<file path="config.mk">
export PLATFORM = sky130hd
export DESIGN_NAME = block_mean_variance_core
export DESIGN_NICKNAME = d
export VERILOG_FILES = /design/src/design/bmv_pkg.sv /design/src/design/bmv_divider.sv /design/src/design/bmv_datapath.sv /design/src/design/bmv_controller.sv /design/src/design/block_mean_variance_core.sv
export SDC_FILE = /design/constraint.sdc
export NUM_CORES = 2
export LEC_CHECK = 0
export BUFFER_PORTS_ARGS = -buffer_cell sky130_fd_sc_hd__clkbuf_2
export CAP_MARGIN = 20
export CORE_MARGIN = 4
export CORE_UTILIZATION = 25
export DETAILED_ROUTE_END_ITERATION = 7
export HOLD_SLACK_MARGIN = 0.12
export MAX_ROUTING_LAYER = met4
export SLEW_MARGIN = 20
export SYNTH_ARGS = -nofsm -noshare
export SYNTH_HDL_FRONTEND = slang
export SYNTH_SLANG_ARGS = --single-unit
</file>
<file path="constraint.sdc">
create_clock -name clock -period 11.16 [get_ports clock]
set_input_delay 0.558 -clock clock [delete_from_list [all_inputs] [get_ports clock]]
set_output_delay 0.558 -clock clock [all_outputs]
set_load 0.005 [all_outputs]
</file>
<file path="src/design/bmv_pkg.sv">
package bmv_pkg;

   // field widths of the stream items
   localparam int SAMPLE_W   = 16;
   localparam int VAR_W      = 32;
   localparam int REQ_DATA_W = 16;
   localparam int RSP_DATA_W = 80;
   localparam int RSP_USER_W = 2;

   // input item selector
   typedef enum logic {
      ACTION_SAMPLE = 1'b0,
      ACTION_FINISH = 1'b1
   } action_type;

   // result item kind
   typedef enum logic {
      KIND_BLOCK = 1'b0,
      KIND_TOTAL = 1'b1
   } kind_type;

   // controller states
   typedef enum logic [2:0] {
      ST_IDLE,
      ST_CAPTURE,
      ST_LOAD,
      ST_DIVIDE,
      ST_EMIT
   } bmv_state_type;

   // controller to datapath
   typedef struct packed {
      logic accum;
      logic clear_block;
      logic capture;
      logic load_block;
      logic load_final;
      logic step;
      logic emit;
   } bmv_cmd_type;

   // datapath to controller
   typedef struct packed {
      logic block_full;
      logic no_blocks;
      logic rsp_free;
   } bmv_status_type;

   // dividend width shared by the dividers and the step counter
   function automatic int bmv_div_width(input int block_size, input int max_blocks);
      int sum_w;
      int tot_w;
      sum_w = SAMPLE_W + $clog2(block_size + 1);
      tot_w = VAR_W + $clog2(max_blocks + 1);
      return (2 * sum_w > tot_w) ? 2 * sum_w : tot_w;
   endfunction

endpackage

</file>
<file path="src/design/bmv_divider.sv">
module bmv_divider #(
   parameter int DIV_W = 41,
   parameter int DVS_W = 9
) (
   input  logic             clock,
   input  logic             load,
   input  logic             step,
   input  logic [DIV_W-1:0] dividend,
   input  logic [DVS_W-1:0] divisor,
   output logic [DIV_W-1:0] quotient
);

   logic [DVS_W-1:0] rem_ff;
   logic [DVS_W-1:0] rem_in;
   logic [DIV_W-1:0] quo_ff;
   logic [DIV_W-1:0] quo_in;
   logic [DVS_W-1:0] dvs_ff;
   logic [DVS_W-1:0] dvs_in;
   logic [DVS_W:0]   shifted;
   logic             fits;

   // one restoring step per cycle while step is set, quotient bits shift in from the right
   always_comb begin
      shifted = {rem_ff, quo_ff[DIV_W-1]};
      fits    = shifted >= {1'b0, dvs_ff};
      rem_in  = rem_ff;
      quo_in  = quo_ff;
      dvs_in  = dvs_ff;
      if (load) begin
         rem_in = '0;
         quo_in = dividend;
         dvs_in = divisor;
      end else if (step) begin
         rem_in = fits ? DVS_W'(shifted - {1'b0, dvs_ff}) : DVS_W'(shifted);
         quo_in = {quo_ff[DIV_W-2:0], fits};
      end
   end

   always_ff @(posedge clock) begin
      rem_ff <= rem_in;
      quo_ff <= quo_in;
      dvs_ff <= dvs_in;
   end

   assign quotient = quo_ff;

endmodule

</file>
<file path="src/design/bmv_datapath.sv">
module bmv_datapath import bmv_pkg::*; #(
   parameter int BLOCK_SIZE = 9,
   parameter int MAX_BLOCKS = 256
) (
   input  logic                  clock,
   input  logic                  reset,
   input  logic [REQ_DATA_W-1:0] req_tdata,
   input  bmv_cmd_type           cmd,
   output bmv_status_type        status,
   output logic                  rsp_tvalid,
   input  logic                  rsp_tready,
   output logic [RSP_DATA_W-1:0] rsp_tdata,
   output logic [RSP_USER_W-1:0] rsp_tuser
);

   localparam int LOG_N   = $clog2(BLOCK_SIZE + 1);
   localparam int LOG_B   = $clog2(MAX_BLOCKS + 1);
   localparam int POS_W   = $clog2(BLOCK_SIZE);
   localparam int SUM_W   = SAMPLE_W + LOG_N;
   localparam int SQ_W    = 2 * SAMPLE_W - 2 + LOG_N;
   localparam int PROD_W  = 2 * SUM_W;
   localparam int TOT_W   = VAR_W + LOG_B;
   localparam int MTOT_W  = SAMPLE_W + LOG_B;
   localparam int DIV_W   = bmv_div_width(BLOCK_SIZE, MAX_BLOCKS);
   localparam int N_SQ    = BLOCK_SIZE * BLOCK_SIZE;
   localparam int N_NM1   = BLOCK_SIZE * (BLOCK_SIZE - 1);
   localparam int DVS_W   = ($clog2(N_SQ + 1) > LOG_B) ? $clog2(N_SQ + 1) : LOG_B;

   // block accumulators
   logic        [POS_W-1:0]  pos_ff, pos_in;
   logic signed [SUM_W-1:0]  sum_ff, sum_in;
   logic        [SQ_W-1:0]   sq_ff, sq_in;
   logic signed [SAMPLE_W-1:0]   sample;
   logic signed [2*SAMPLE_W-1:0] sample_sq;

   // block end capture
   logic [SUM_W-1:0]  mag_ff;
   logic              neg_ff;
   logic [PROD_W-1:0] ssq_ff;
   logic [PROD_W-1:0] nsq_ff;
   logic [PROD_W-1:0] diff;

   // totals over blocks
   logic        [LOG_B-1:0]  blocks_ff, blocks_in;
   logic signed [MTOT_W-1:0] mtot_ff, mtot_in;
   logic        [TOT_W-1:0]  vtot_ff, vtot_in;
   logic        [TOT_W-1:0]  ctot_ff, ctot_in;
   logic        [MTOT_W-1:0] mtot_mag;

   // divider operands
   logic [DIV_W-1:0] div_a_num, div_b_num, div_c_num;
   logic [DVS_W-1:0] div_a_den, div_b_den, div_c_den;
   logic [DIV_W-1:0] quo_a, quo_b, quo_c;
   logic             div_load;

   // pending result and output register
   logic                       pend_kind_ff, pend_empty_ff, pend_neg_ff;
   logic                       pend_kind_in, pend_empty_in, pend_neg_in;
   logic        [SAMPLE_W-1:0] mean_mag;
   logic signed [SAMPLE_W-1:0] mean_val;
   logic        [VAR_W-1:0]    var_val, varc_val;
   logic                       rsp_valid_ff, rsp_valid_in;
   logic                       rsp_kind_ff, rsp_empty_ff;
   logic        [SAMPLE_W-1:0] rsp_mean_ff;
   logic        [VAR_W-1:0]    rsp_var_ff, rsp_varc_ff;

   assign sample    = signed'(req_tdata);
   assign sample_sq = sample * sample;

   // per-sample accumulation
   always_comb begin
      pos_in = pos_ff;
      sum_in = sum_ff;
      sq_in  = sq_ff;
      if (cmd.accum) begin
         sum_in = sum_ff + SUM_W'(sample);
         sq_in  = sq_ff + SQ_W'(unsigned'(sample_sq));
         pos_in = status.block_full ? '0 : pos_ff + POS_W'(1);
      end
      if (cmd.capture || cmd.clear_block) begin
         pos_in = '0;
         sum_in = '0;
         sq_in  = '0;
      end
   end

   // magnitude square and n times sum of squares at block end
   always_ff @(posedge clock) begin
      if (cmd.capture) begin
         mag_ff <= (sum_ff < 0) ? SUM_W'(-sum_ff) : SUM_W'(sum_ff);
         neg_ff <= sum_ff < 0;
         ssq_ff <= PROD_W'(sum_ff) * PROD_W'(sum_ff);
         nsq_ff <= PROD_W'(sq_ff) * PROD_W'(BLOCK_SIZE);
      end
   end

   assign diff     = (nsq_ff >= ssq_ff) ? nsq_ff - ssq_ff : '0;
   assign mtot_mag = (mtot_ff < 0) ? MTOT_W'(-mtot_ff) : MTOT_W'(mtot_ff);

   // divider operand selection
   always_comb begin
      if (cmd.load_final) begin
         div_a_num = DIV_W'(mtot_mag);
         div_b_num = DIV_W'(vtot_ff);
         div_c_num = DIV_W'(ctot_ff);
         div_a_den = DVS_W'(blocks_ff);
         div_b_den = DVS_W'(blocks_ff);
         div_c_den = DVS_W'(blocks_ff);
      end else begin
         div_a_num = DIV_W'(mag_ff);
         div_b_num = DIV_W'(diff);
         div_c_num = DIV_W'(diff);
         div_a_den = DVS_W'(BLOCK_SIZE);
         div_b_den = DVS_W'(N_SQ);
         div_c_den = DVS_W'(N_NM1);
      end
   end

   assign div_load = cmd.load_block || cmd.load_final;

   bmv_divider #(.DIV_W(DIV_W), .DVS_W(DVS_W)) div_mean (
      .clock    (clock),
      .load     (div_load),
      .step     (cmd.step),
      .dividend (div_a_num),
      .divisor  (div_a_den),
      .quotient (quo_a)
   );

   bmv_divider #(.DIV_W(DIV_W), .DVS_W(DVS_W)) div_var (
      .clock    (clock),
      .load     (div_load),
      .step     (cmd.step),
      .dividend (div_b_num),
      .divisor  (div_b_den),
      .quotient (quo_b)
   );

   bmv_divider #(.DIV_W(DIV_W), .DVS_W(DVS_W)) div_varc (
      .clock    (clock),
      .load     (div_load),
      .step     (cmd.step),
      .dividend (div_c_num),
      .divisor  (div_c_den),
      .quotient (quo_c)
   );

   // signed mean from magnitude quotient
   assign mean_mag = quo_a[SAMPLE_W-1:0];
   assign mean_val = pend_neg_ff ? signed'(-mean_mag) : signed'(mean_mag);
   assign var_val  = quo_b[VAR_W-1:0];
   assign varc_val = quo_c[VAR_W-1:0];

   // pending result attributes
   always_comb begin
      pend_kind_in  = pend_kind_ff;
      pend_empty_in = pend_empty_ff;
      pend_neg_in   = pend_neg_ff;
      if (cmd.load_block) begin
         pend_kind_in  = KIND_BLOCK;
         pend_empty_in = 1'b0;
         pend_neg_in   = neg_ff;
      end else if (cmd.load_final) begin
         pend_kind_in  = KIND_TOTAL;
         pend_empty_in = status.no_blocks;
         pend_neg_in   = mtot_ff < 0;
      end
   end

   // totals: add block results until MAX_BLOCKS blocks, clear on finish
   always_comb begin
      blocks_in = blocks_ff;
      mtot_in   = mtot_ff;
      vtot_in   = vtot_ff;
      ctot_in   = ctot_ff;
      if (cmd.load_final) begin
         blocks_in = '0;
         mtot_in   = '0;
         vtot_in   = '0;
         ctot_in   = '0;
      end else if (cmd.emit && pend_kind_ff == KIND_BLOCK &&
                   blocks_ff < LOG_B'(MAX_BLOCKS)) begin
         blocks_in = blocks_ff + LOG_B'(1);
         mtot_in   = mtot_ff + MTOT_W'(mean_val);
         vtot_in   = vtot_ff + TOT_W'(var_val);
         ctot_in   = ctot_ff + TOT_W'(varc_val);
      end
   end

   // output register handshake
   always_comb begin
      rsp_valid_in = rsp_valid_ff;
      if (cmd.emit) begin
         rsp_valid_in = 1'b1;
      end else if (rsp_tready) begin
         rsp_valid_in = 1'b0;
      end
   end

   always_ff @(posedge clock) begin
      if (reset) begin
         pos_ff        <= '0;
         sum_ff        <= '0;
         sq_ff         <= '0;
         blocks_ff     <= '0;
         mtot_ff       <= '0;
         vtot_ff       <= '0;
         ctot_ff       <= '0;
         rsp_valid_ff  <= 1'b0;
         pend_kind_ff  <= KIND_BLOCK;
         pend_empty_ff <= 1'b0;
         pend_neg_ff   <= 1'b0;
      end else begin
         pos_ff        <= pos_in;
         sum_ff        <= sum_in;
         sq_ff         <= sq_in;
         blocks_ff     <= blocks_in;
         mtot_ff       <= mtot_in;
         vtot_ff       <= vtot_in;
         ctot_ff       <= ctot_in;
         rsp_valid_ff  <= rsp_valid_in;
         pend_kind_ff  <= pend_kind_in;
         pend_empty_ff <= pend_empty_in;
         pend_neg_ff   <= pend_neg_in;
      end
   end

   // result payload, zeros when finish found no block
   always_ff @(posedge clock) begin
      if (cmd.emit) begin
         rsp_kind_ff  <= pend_kind_ff;
         rsp_empty_ff <= pend_empty_ff;
         rsp_mean_ff  <= pend_empty_ff ? '0 : unsigned'(mean_val);
         rsp_var_ff   <= pend_empty_ff ? '0 : var_val;
         rsp_varc_ff  <= pend_empty_ff ? '0 : varc_val;
      end
   end

   assign status.block_full = pos_ff == POS_W'(BLOCK_SIZE - 1);
   assign status.no_blocks  = blocks_ff == '0;
   assign status.rsp_free   = !rsp_valid_ff || rsp_tready;

   assign rsp_tvalid = rsp_valid_ff;
   assign rsp_tdata  = {rsp_varc_ff, rsp_var_ff, rsp_mean_ff};
   assign rsp_tuser  = {rsp_empty_ff, rsp_kind_ff};

endmodule

</file>
<file path="src/design/bmv_controller.sv">
module bmv_controller import bmv_pkg::*; #(
   parameter int DIV_W = 41
) (
   input  logic           clock,
   input  logic           reset,
   input  logic           req_tvalid,
   output logic           req_tready,
   input  logic           req_tuser,
   input  bmv_status_type status,
   output bmv_cmd_type    cmd
);

   localparam int CNT_W = $clog2(DIV_W);

   bmv_state_type    state_ff, state_in;
   logic [CNT_W-1:0] cnt_ff, cnt_in;

   always_ff @(posedge clock) begin
      if (reset) begin
         state_ff <= ST_IDLE;
         cnt_ff   <= '0;
      end else begin
         state_ff <= state_in;
         cnt_ff   <= cnt_in;
      end
   end

   // next state and commands
   always_comb begin
      state_in   = state_ff;
      cnt_in     = cnt_ff;
      cmd        = '0;
      req_tready = 1'b0;
      case (state_ff)
         ST_IDLE: begin
            req_tready = 1'b1;
            cnt_in     = '0;
            if (req_tvalid) begin
               if (req_tuser == ACTION_FINISH) begin
                  cmd.clear_block = 1'b1;
                  cmd.load_final  = 1'b1;
                  state_in = status.no_blocks ? ST_EMIT : ST_DIVIDE;
               end else begin
                  cmd.accum = 1'b1;
                  if (status.block_full) begin
                     state_in = ST_CAPTURE;
                  end
               end
            end
         end
         ST_CAPTURE: begin
            cmd.capture = 1'b1;
            state_in    = ST_LOAD;
         end
         ST_LOAD: begin
            cmd.load_block = 1'b1;
            state_in       = ST_DIVIDE;
         end
         ST_DIVIDE: begin
            cmd.step = 1'b1;
            if (cnt_ff == CNT_W'(DIV_W - 1)) begin
               cnt_in   = '0;
               state_in = ST_EMIT;
            end else begin
               cnt_in = cnt_ff + CNT_W'(1);
            end
         end
         ST_EMIT: begin
            if (status.rsp_free) begin
               cmd.emit = 1'b1;
               state_in = ST_IDLE;
            end
         end
         default: begin
            state_in = ST_IDLE;
         end
      endcase
   end

endmodule

</file>
<file path="src/design/block_mean_variance_core.sv">
// samples: one item per cycle while idle, no result until a block fills
// block end: CAPTURE, LOAD, DIVIDE, then EMIT after the last sample, W = dividend width
//   (41 at the defaults), divided by three shared restoring dividers, one bit a cycle
// finish: DIVIDE, then EMIT, or straight to EMIT when no block has completed
// no item is taken from block end or finish until its result sits in the output register
// reset: synchronous, clears accumulators, totals and the output valid
module block_mean_variance_core import bmv_pkg::*; #(
   parameter int BLOCK_SIZE = 9,
   parameter int MAX_BLOCKS = 256
) (
   input  logic                  clock,
   input  logic                  reset,
   input  logic                  req_tvalid,
   output logic                  req_tready,
   input  logic [REQ_DATA_W-1:0] req_tdata,   // sample
   input  logic                  req_tuser,   // action
   output logic                  rsp_tvalid,
   input  logic                  rsp_tready,
   output logic [RSP_DATA_W-1:0] rsp_tdata,   // mean, variance, variance_corrected
   output logic [RSP_USER_W-1:0] rsp_tuser    // kind, empty_res
);

   localparam int DIV_W = bmv_div_width(BLOCK_SIZE, MAX_BLOCKS);

   bmv_cmd_type    cmd;
   bmv_status_type status;

   bmv_controller #(.DIV_W(DIV_W)) u_ctrl (
      .clock      (clock),
      .reset      (reset),
      .req_tvalid (req_tvalid),
      .req_tready (req_tready),
      .req_tuser  (req_tuser),
      .status     (status),
      .cmd        (cmd)
   );

   bmv_datapath #(.BLOCK_SIZE(BLOCK_SIZE), .MAX_BLOCKS(MAX_BLOCKS)) u_dp (
      .clock      (clock),
      .reset      (reset),
      .req_tdata  (req_tdata),
      .cmd        (cmd),
      .status     (status),
      .rsp_tvalid (rsp_tvalid),
      .rsp_tready (rsp_tready),
      .rsp_tdata  (rsp_tdata),
      .rsp_tuser  (rsp_tuser)
   );

endmodule

</file>
==> metrics.txt <==
ranking of synthesized cells by area fa_1, edfxtp_1, ha_1, dfxtp_1, inv_1; # DRC 0; Layout Nets 7027; area growth from synthesis to final layout 10.5%; Slew Limit Fails 0; number of global-route vias before repair 41900; I/O pin count 105; GRT Util Overall 13.2%; ANT cells 0; setup tns final 0 ns; post-DR vias/cell roughly 4.7; H-tree levels 2; leakage power ~28 nW; WP data required 11.58 ns; multi-input logic area 0.0371 sq mm; EDFF count, synth approximately 320; clock skew 0.0543 ns; CTS tree built; CP Launch Type flip-flop; top_reg_cell synth edfxtp_1; Final Cycle Share 75.5%; Clock transition at path regs 0.07 ns; CP endpoint kind flip-flop; clk buf depth 3; Tot Pwr 14.5 mW; Synth Area per Inst a little over 9 sq um; initial core utilization 25.2%; commonest non-fill, non-tap cell in the layout inv_1; Post-CTS Hold Fix Bufs 0; CP max FO 42; number of core rows 171; Max IR drop VDD 0.548 mV; clock sink count 529; cells after synthesis just under 6000; DRT antenna net count 0; final-layout fill cell count 22900; Root Driver clkbuf_16; final count of hold timing violations 0; Detailed Route WL 149000 um; Worst slew margin between 20% and 30%; largest area contributor in the netlist fa_1; Worst Hold Class input pin to flip-flop; Post-Syn Nets 7033; routability cong. 0.897; YS warnings 0; worst slew pin tran 1.11 ns; chip width 476 um; Synth Register Bits 529; fraction of layout cells with a size suffix above 1 5.37%; Unique masters post-synth 98; critical path type flip-flop to flip-flop; largest net degree at the start of global routing 89; Die Ht 476 um; Port Buffer Count around 100; most frequent cells in the layout inv_1, fa_1, nand2_1, ha_1, a21oi_1; Core ar. 0.218 sq mm; Num CTS Buffers 61; sequential area share after synthesis 25.1%; critical path data arrival time roughly 8.9 ns; post-CTS sizing 0; RSZ-0062 raised after global routing no; Max Cap Viol 0; # Post-CTS Setup Buffers 0; hold_ws 0.325 ns; register area roughly 0.014 sq mm; ys async rst share 0%; clk_lat worst skew 0.68 ns; antenna violations before repair 4; Die Area 0.227 sq mm; Period minus WS final 8.43 ns; via count about 42000; post-synth top area share 23.0%; pwr dens about 240 mW/mm^2; # setup viols final 0; Pre-antenna DRT Iters 6; first-pass GRT wire length between 200000 and 250000 um; grt ovf 0; Syn Std Cell Area 0.0548 sq mm; Max Clk Rate 119 MHz; DP HPWL around 110000 um; drt wl/cell roughly 17 um; Iteration-0 DRC Markers 2981; status complete, no violations
-- worst max-delay path, cell delays in order (launching register included) --
cell,delay [ns]
dfxtp_1,0.31
buf_4,0.39
clkinv_1,0.78
nor2_1,0.57
fa_1,0.63
fa_1,0.62
fa_1,0.45
fa_1,0.54
fa_1,0.45
fa_1,0.58
fa_1,0.43
ha_1,0.40
a21o_1,0.19
a21o_1,0.17
a21o_1,0.19
a2111oi_0,0.46
o21bai_1,0.12
o21ba_2,0.29
or3_1,0.12
o211ai_1,0.12
o41ai_2,0.26
xnor2_1,0.10
-- metal layers --
layer / track usage, % / up-vias / part of all wire [%]
met5: - / - / 0
met4: 2.13 / 0 / 1.5
met3: 2.20 / 148 / 7.1
met2: 19.6 / 1204 / 43
met1: 19.2 / 20600 / 49
li1: - / 19700 / -
-- area by class of cell --
cell class              instances  share of cell area, %
well taps                    2854                   5.90
clock buffers                  78                   2.78
clock inverters                38                  0.655
flip-flops and latches        529                   22.7
repair buffers                145                   1.37
multi-input cells            4322                   61.4
inverters                     843                   5.23
-- metrics by stage --
| step | utilization [%] | instances | area [sq um] | worst slack (ns) |
|---|---|---|---|---|
| finish | 27.8 | 8809 | 60500 | 2.73 |
| global route | 27.8 | 8809 | 60500 | 2.23 |
| CTS | 27.8 | 8809 | 60500 | 2.73 |
| detailed placement | 26.9 | 8693 | 58500 | 2.50 |
| global placement | 26.9 | 8693 | 58500 | 2.41 |
| floorplan | - | 5908 | 54800 | 2.00 |
-- where the power goes --
part	switching (mW)	internal [mW]
registers	0.138	2.31
logic	5.86	4.14
clock network	0.900	1.17
-- synth_stat cells, drive strengths merged (14+ instances only) --
master  instances
xnor2         237
xor2           97
nor4           14
nor3b          14
a31oi          44
a211oi         38
buf            23
nor2          370
ha            474
mux2i          22
inv           833
a21boi         22
nand2         618
and2           94
dfxtp         214
nand3         165
nor3           64
a21o          156
o211ai         29
nand4          35
o21ai         236
or3            23
edfxtp        315
or2            14
nor2b         135
a21oi         395
a211o          14
o31ai          26
and3           62
o21a           33
o21bai         29
nand2b         49
clkbuf        191
fa            630
o22ai          43
-- kinds of logic (layout without fill, tap and decap cells) --
group / after synthesis / in the layout / share of synthesized area [%]
AND/OR/NAND/NOR: 1691 / 1691 / 14.5
AO/OA/AOI/OAI: 1169 / 1169 / 13.5
adder cells (fa/ha/maj): 1104 / 1104 / 33.8
multiplexers: 24 / 24 / 0.443
XOR/XNOR: 334 / 334 / 5.34
buffers and inverters: 1057 / 1104 / 7.28
flip-flops: 529 / 529 / 25.1
-- flip-flops by register name (all words and copies together), names as in the netlist, 6 cells and up --
register	flops
u_dp.sq_ff	34
u_dp.mag_ff	19
u_dp.div_var.quotient	41
u_dp.div_varc.rem_ff	9
u_dp.div_var.rem_ff	9
u_ctrl.cnt_ff	6
u_dp.mtot_ff	25
u_dp.sum_ff	20
u_dp.div_mean.rem_ff	9
u_dp.div_varc.quotient	41
u_dp.div_varc.dvs_ff	9
u_dp.vtot_ff	41
u_dp.rsp_mean_ff	16
u_dp.ctot_ff	41
u_dp.ssq_ff	39
u_dp.div_mean.quotient	41
u_dp.nsq_ff	38
u_dp.rsp_var_ff	32
u_dp.blocks_ff	9
u_dp.rsp_varc_ff	32
-- path summary, 6_finish.rpt --
path	end	start	depth (start not counted)	slack, ns
max	u_dp.ssq_ff[39]	u_dp.sum_ff[19]	21	2.73
max reg2reg	u_dp.ssq_ff[39]	u_dp.sum_ff[19]	21	2.73
min	u_ctrl.cnt_ff[3]	reset	2	0.33
min reg2reg	u_dp.sum_ff[18]	u_dp.sum_ff[18]	2	0.47
(Power assumes the default switching activity.)
